<file path="src/hw/rtl/dks_pkg.sv">
// Shared constants and types of the dependent knapsack solver.
package dks_pkg;

    localparam int MAX_ITEMS = 64;
    localparam int DP_DEPTH  = 32768;

    localparam int PRICE_W  = 15;
    localparam int IMP_W    = 4;
    localparam int PARENT_W = 7;
    localparam int BUDGET_W = 15;
    localparam int TOTAL_W  = 32;

    localparam int IDX_W   = (MAX_ITEMS > 1) ? $clog2(MAX_ITEMS) : 1;
    localparam int CNT_W   = $clog2(MAX_ITEMS + 1);
    localparam int DP_AW   = $clog2(DP_DEPTH);
    localparam int SLOT_W  = PRICE_W + IMP_W;
    localparam int PG_W    = PRICE_W + IMP_W;
    localparam int COST_W  = PRICE_W + 2;
    localparam int GAIN_W  = PG_W + 2;
    localparam int NUM_OPT = 5;
    localparam int OPT_W   = $clog2(NUM_OPT);

    localparam logic [OPT_W-1:0] FIRST_OPT = OPT_W'(0);
    localparam logic [OPT_W-1:0] LAST_OPT  = OPT_W'(NUM_OPT - 1);

    typedef struct packed {
        logic               en;
        logic               is_main;
        logic [IDX_W-1:0]   idx;
        logic [PRICE_W-1:0] price;
        logic [IMP_W-1:0]   importance;
    } slot_wr_t;

    typedef struct packed {
        logic [2:0][PRICE_W-1:0] price;
        logic [2:0][IMP_W-1:0]   importance;
    } group_t;

    typedef struct packed {
        logic               en;
        logic [DP_AW-1:0]   addr;
        logic [TOTAL_W-1:0] data;
    } dp_wr_t;

endpackage

</file>
<file path="src/hw/rtl/dks_item_store.sv">
// Item slot memories (main, first and second attachment per group) with valid bits.
module dks_item_store
    import dks_pkg::*;
(
    input  logic             clk,
    input  logic             rst_n,
    input  slot_wr_t         wr,
    input  logic             clear,
    input  logic             rd_en,
    input  logic [IDX_W-1:0] rd_idx,
    output group_t           rd_group
);

    logic [SLOT_W-1:0] main_mem [MAX_ITEMS];
    logic [SLOT_W-1:0] att1_mem [MAX_ITEMS];
    logic [SLOT_W-1:0] att2_mem [MAX_ITEMS];

    logic [MAX_ITEMS-1:0] main_vld_reg, main_vld_next;
    logic [MAX_ITEMS-1:0] att1_vld_reg, att1_vld_next;
    logic [MAX_ITEMS-1:0] att2_vld_reg, att2_vld_next;

    logic [SLOT_W-1:0] main_q_reg, att1_q_reg, att2_q_reg;
    logic [2:0]        rd_vld_reg, rd_vld_next;

    logic wr_main, wr_att1, wr_att2;

    // The first attachment of a group fills slot one; any later one fills slot two.
    assign wr_main = wr.en && wr.is_main;
    assign wr_att1 = wr.en && !wr.is_main && !att1_vld_reg[wr.idx];
    assign wr_att2 = wr.en && !wr.is_main && att1_vld_reg[wr.idx];

    always_comb
    begin
        main_vld_next = main_vld_reg;
        att1_vld_next = att1_vld_reg;
        att2_vld_next = att2_vld_reg;
        if (clear)
        begin
            main_vld_next = '0;
            att1_vld_next = '0;
            att2_vld_next = '0;
        end
        else
        begin
            if (wr_main)
            begin
                main_vld_next[wr.idx] = 1'b1;
            end
            if (wr_att1)
            begin
                att1_vld_next[wr.idx] = 1'b1;
            end
            if (wr_att2)
            begin
                att2_vld_next[wr.idx] = 1'b1;
            end
        end
        rd_vld_next = rd_vld_reg;
        if (rd_en)
        begin
            rd_vld_next = {att2_vld_reg[rd_idx], att1_vld_reg[rd_idx], main_vld_reg[rd_idx]};
        end
    end

    always_ff @(posedge clk or negedge rst_n)
    begin
        if (!rst_n)
        begin
            main_vld_reg <= '0;
            att1_vld_reg <= '0;
            att2_vld_reg <= '0;
            rd_vld_reg   <= '0;
        end
        else
        begin
            main_vld_reg <= main_vld_next;
            att1_vld_reg <= att1_vld_next;
            att2_vld_reg <= att2_vld_next;
            rd_vld_reg   <= rd_vld_next;
        end
    end

    always_ff @(posedge clk)
    begin
        if (wr_main)
        begin
            main_mem[wr.idx] <= {wr.price, wr.importance};
        end
        if (wr_att1)
        begin
            att1_mem[wr.idx] <= {wr.price, wr.importance};
        end
        if (wr_att2)
        begin
            att2_mem[wr.idx] <= {wr.price, wr.importance};
        end
    end

    always_ff @(posedge clk)
    begin
        if (rd_en)
        begin
            main_q_reg <= main_mem[rd_idx];
            att1_q_reg <= att1_mem[rd_idx];
            att2_q_reg <= att2_mem[rd_idx];
        end
    end

    assign rd_group.price[0]      = rd_vld_reg[0] ? main_q_reg[SLOT_W-1:IMP_W] : '0;
    assign rd_group.price[1]      = rd_vld_reg[1] ? att1_q_reg[SLOT_W-1:IMP_W] : '0;
    assign rd_group.price[2]      = rd_vld_reg[2] ? att2_q_reg[SLOT_W-1:IMP_W] : '0;
    assign rd_group.importance[0] = rd_vld_reg[0] ? main_q_reg[IMP_W-1:0] : '0;
    assign rd_group.importance[1] = rd_vld_reg[1] ? att1_q_reg[IMP_W-1:0] : '0;
    assign rd_group.importance[2] = rd_vld_reg[2] ? att2_q_reg[IMP_W-1:0] : '0;

endmodule

</file>
<file path="config.mk">
export PLATFORM = sky130hd
export DESIGN_NAME = dks_item_store
export DESIGN_NICKNAME = d
export VERILOG_FILES = /design/src/hw/rtl/dks_pkg.sv /design/src/hw/rtl/dks_item_store.sv
export SDC_FILE = /design/constraint.sdc
export NUM_CORES = 2
export LEC_CHECK = 0
export BUFFER_PORTS_ARGS = -buffer_cell sky130_fd_sc_hd__buf_4
export CORE_ASPECT_RATIO = 0.6
export CORE_UTILIZATION = 40
export DETAILED_ROUTE_END_ITERATION = 7
export HOLD_SLACK_MARGIN = 0.1
export PLACE_DENSITY = 0.6
export SLEW_MARGIN = 5
export SYNTH_ARGS = -nofsm -noshare
export SYNTH_HDL_FRONTEND = slang
export SYNTH_SLANG_ARGS = --single-unit
export TNS_END_PERCENT = 5
</file>
<file path="constraint.sdc">
create_clock -name clk -period 8.49 [get_ports clk]
set_input_delay 0.4245 -clock clk [delete_from_list [all_inputs] [get_ports clk]]
set_output_delay 0.4245 -clock clk [all_outputs]
set_load 0.01 [all_outputs]
</file>
==> summary.md <==
| Metric | Value |
|---|---|
| Post-route setup TNS | 0 ns |
| Multi-input logic area | 33300 um^2 |
| Synthesized area | 151000 um^2 |
| RSZ-0062 raised after global routing | no |
| IO Pins | 94 |
| # DRC | 0 |
| Slew Limit Headroom | 15.8% |
| FILL cells | 30900 |
| Leak pwr | 52.5 nW |
| Crit path cell chain | mux2i_1 > o22ai_1 > o31ai_4 > nand4_4 > nand4bb_4 > buf_12 > buf_4 > nor3_4 |
| Antenna violations before repair | 40 |
| Routed Antenna Nets | 0 |
| GRT Overall Usage | 21.3% |
| Register area | 116000 um^2 |
| Register area share after synthesis | 77.0% |
| Top Family by Delay on Critical Path | simple AND/OR/NAND/NOR gates |
| Final Hold Vio Count | 0 |
| Later-pin clock latency in the skew report | 0.92 ns |
| Total CTS buffers | 338 |
| Commonest cells after routing, fill and taps aside | edfxtp_1, mux4_2, clkbuf_16 |
| Arr. time, crit path | 4.86 ns |
| Synthesis-to-finish area growth | 12.8% |
| Count of different cell masters after synthesis | 60 |
| Slew Limit Fails | 0 |
| Vias in the first global route | 71300 |
| Die ar. | 380000 um^2 |
| Minimum clock period | 4.35 ns |
| Std cell rows | 174 |
| First-pass GRT wire length | 575 mm |
| Clock Sinks | 3900 |
| Status | finished clean |
| Post-synth top area share | 73.8% |
| Worst setup EP type | register |
| Post-synth EDFFs | 3705 |
| Number of synthesis warnings | 0 |
| Crit path kind | reg2reg |
| Commonest non-fill, non-tap cell in the layout | edfxtp_1 |
| Worst path slowest cell | nor3_4 |
| CORE AREA | 375000 um^2 |
| Clock-pin slew on the worst setup and hold paths | 0.06 ns |
| Post-cts gate resize count | 0 |
| DRT iter0 DRCs | 11100 |
| Top flop regs | att1_mem (1216), att2_mem (1216), main_mem (1216) |
| Pwr Density | 227 nW/um^2 |
| Final Cycle Share | 51.2% |
| Post-synth top flop | edfxtp_1 |
| Syn_nets | 6660 |
| Synth Instances | 6623 |
| Average wire per standard cell | 33.6 um |
| Reg-to-reg endpoint | att1_mem[53][6]$_DFFE_PP_ |
| Global route overflow | 0 |
| Ys async rst share | 5.00% |
| Post-CTS setup repair buffer count | 0 |
| Clock Skews | 0.0693 ns |
| Via count | 73200 |
| Measured slew at the worst slew-check pin | 1.25 ns |
| Number of max-cap violations | 0 |
| R2R Path Start | att1_vld_reg[23]$_DFFE_PN0P_ |
| Main area contributors after synthesis | edfxtp_1, mux4_2, dfrtp_1 |
| Die Wd | 795 um |
| Worst stage delay on the critical path | 0.99 ns |
| Power Total | 38.6 mW |
| Routed WL | 410 mm |
| Initial DRT Pass Iterations | 5 |
| Synthesized area per cell | 22.8 um^2 |
| Startpoint types | register |
| Share of layout cells above drive strength 1 | 30.5% |
| Final hold slack | 0.107 ns |
| Achievable frequency | 230 MHz |
| CP startpoint | att1_vld_reg[23]$_DFFE_PN0P_ |
| Total Nets Final | 6965 |
| Largest net degree at the start of global routing | 122 |
| CTS tree | yes |
| Die span in y | 478 um |
| Root buf cell | clkbuf_16 |
| WP depth | 8 |
| Setup Viol. Count Final | 0 |
| CP Buf/Inv Count | 2 |
| Vias per cell | 5.99 |
| Register-to-Register Path Depth | 8 |
| Peak VDD IR | 0.186 mV |
| #FFs+latches synth | 3900 |
| Hpwl dp | 239 mm |
| Critical Path Sink | att1_mem[53][6]$_DFFE_PP_ |
| H-Tree Depth | 5 |
| Worst reg2reg setup slack | 4.14 ns |
| Hold crit path type | in2reg |
| GPL Wtd Cong | 0.835 |
| Worst Path Required | 9.00 ns |
| Initial core utilization | 40.2% |
| Synth area leader | edfxtp_1 |
| CTS max path bufs | 4 |
| CP max FO | 60 |
| Buffers on Ports | 93 |
[stage by stage]
| step | setup slack, ns | utilization (%) | std cells | cell area (um^2) |
|---|---|---|---|---|
| 2_1_floorplan | 4.67 | - | 6623 | 151000 |
| 3_3_place_gp | 3.51 | 42.5 | 11600 | 159000 |
| 3_5_place_dp | 3.46 | 42.5 | 11600 | 159000 |
| 4_1_cts | 4.15 | 45.4 | 12200 | 170000 |
| 5_1_grt | 3.90 | 45.4 | 12200 | 170000 |
| 6_report | 4.14 | 45.4 | 12200 | 170000 |
[synth_stat cells, types with 7 or more instances]
master and count:
o21ai_0 7, a211oi_1 32, o22ai_1 105, o32ai_1 65
nor3_2 40, mux2i_1 68, nor3_1 70, nor2_1 222
inv_1 131, o21ba_2 7, a31oi_1 15, clkbuf_1 219
a22oi_1 69, nor2b_1 33, and2_1 60, mux2_2 9
mux4_2 1151, nand3_1 15, nand3b_1 9, a21oi_1 30
nand2b_1 17, buf_1 48, edfxtp_1 3705, o211ai_1 11
dfrtp_1 195, buf_4 17, nand2_1 85, buf_2 124
[layer usage]
layer | track usage [%] | part of all wire [%] | wire length [um] | vias to the layer above
met1 | 33.6 | 43 | 178000 | 40000
li1 | - | - | - | 28700
met3 | 4.81 | 11 | 44600 | 520
met5 | 0 | 0.015 | 61 | -
met4 | 4.11 | 2.1 | 8550 | 10
met2 | 30.6 | 44 | 179000 | 3982
[cells by family after synthesis]
kind of cell	share of synthesized area, %
flops	77.0
buf+inv	1.53
mux	17.7
simple gates	1.96
compound gates	1.78
[what timing repair did]
item                                   in CTS  in global routing
endpoints found under the hold margin     822                  0
hold buffers                               19                  0
setup endpoints to repair                   0                  0
[where the power goes]
group | switching, mW | internal, mW | total (mW)
Combinational | 1.37 | 0.723 | 2.09
Clock | 7.07 | 8.31 | 15.4
Sequential | 0.0508 | 21.1 | 21.2
Total | 8.49 | 30.2 | 38.6
[how the worst min path moves through the flow]
| stage | from | to | slack [ns] | cells past startpoint |
|---|---|---|---|---|
| floorplan | rst_n | att1_vld_reg[0]$_DFFE_PN0P_ | 0.13 | 0 |
| global placement | rst_n | att1_vld_reg[5]$_DFFE_PN0P_ | 0.41 | 1 |
| detailed placement | rst_n | att1_vld_reg[4]$_DFFE_PN0P_ | 0.42 | 1 |
| CTS | wr[0] | att1_mem[47][0]$_DFFE_PP_ | 0.11 | 1 |
| global route | wr[2] | att2_mem[13][2]$_DFFE_PP_ | 0.11 | 1 |
| finish | wr[2] | att2_mem[13][2]$_DFFE_PP_ | 0.11 | 1 |
[cell type report]
type	count	area share, %
Clock buffer	413	5.20
Multi-Input combinational cell	2177	19.6
Clock inverter	188	1.06
Tap cell	5016	3.69
Timing Repair Buffer	379	1.92
Antenna cell	6	0.00882
Inverter	132	0.296
Sequential cell	3900	68.3
Note: power is estimated with default switching activity, not from simulation.
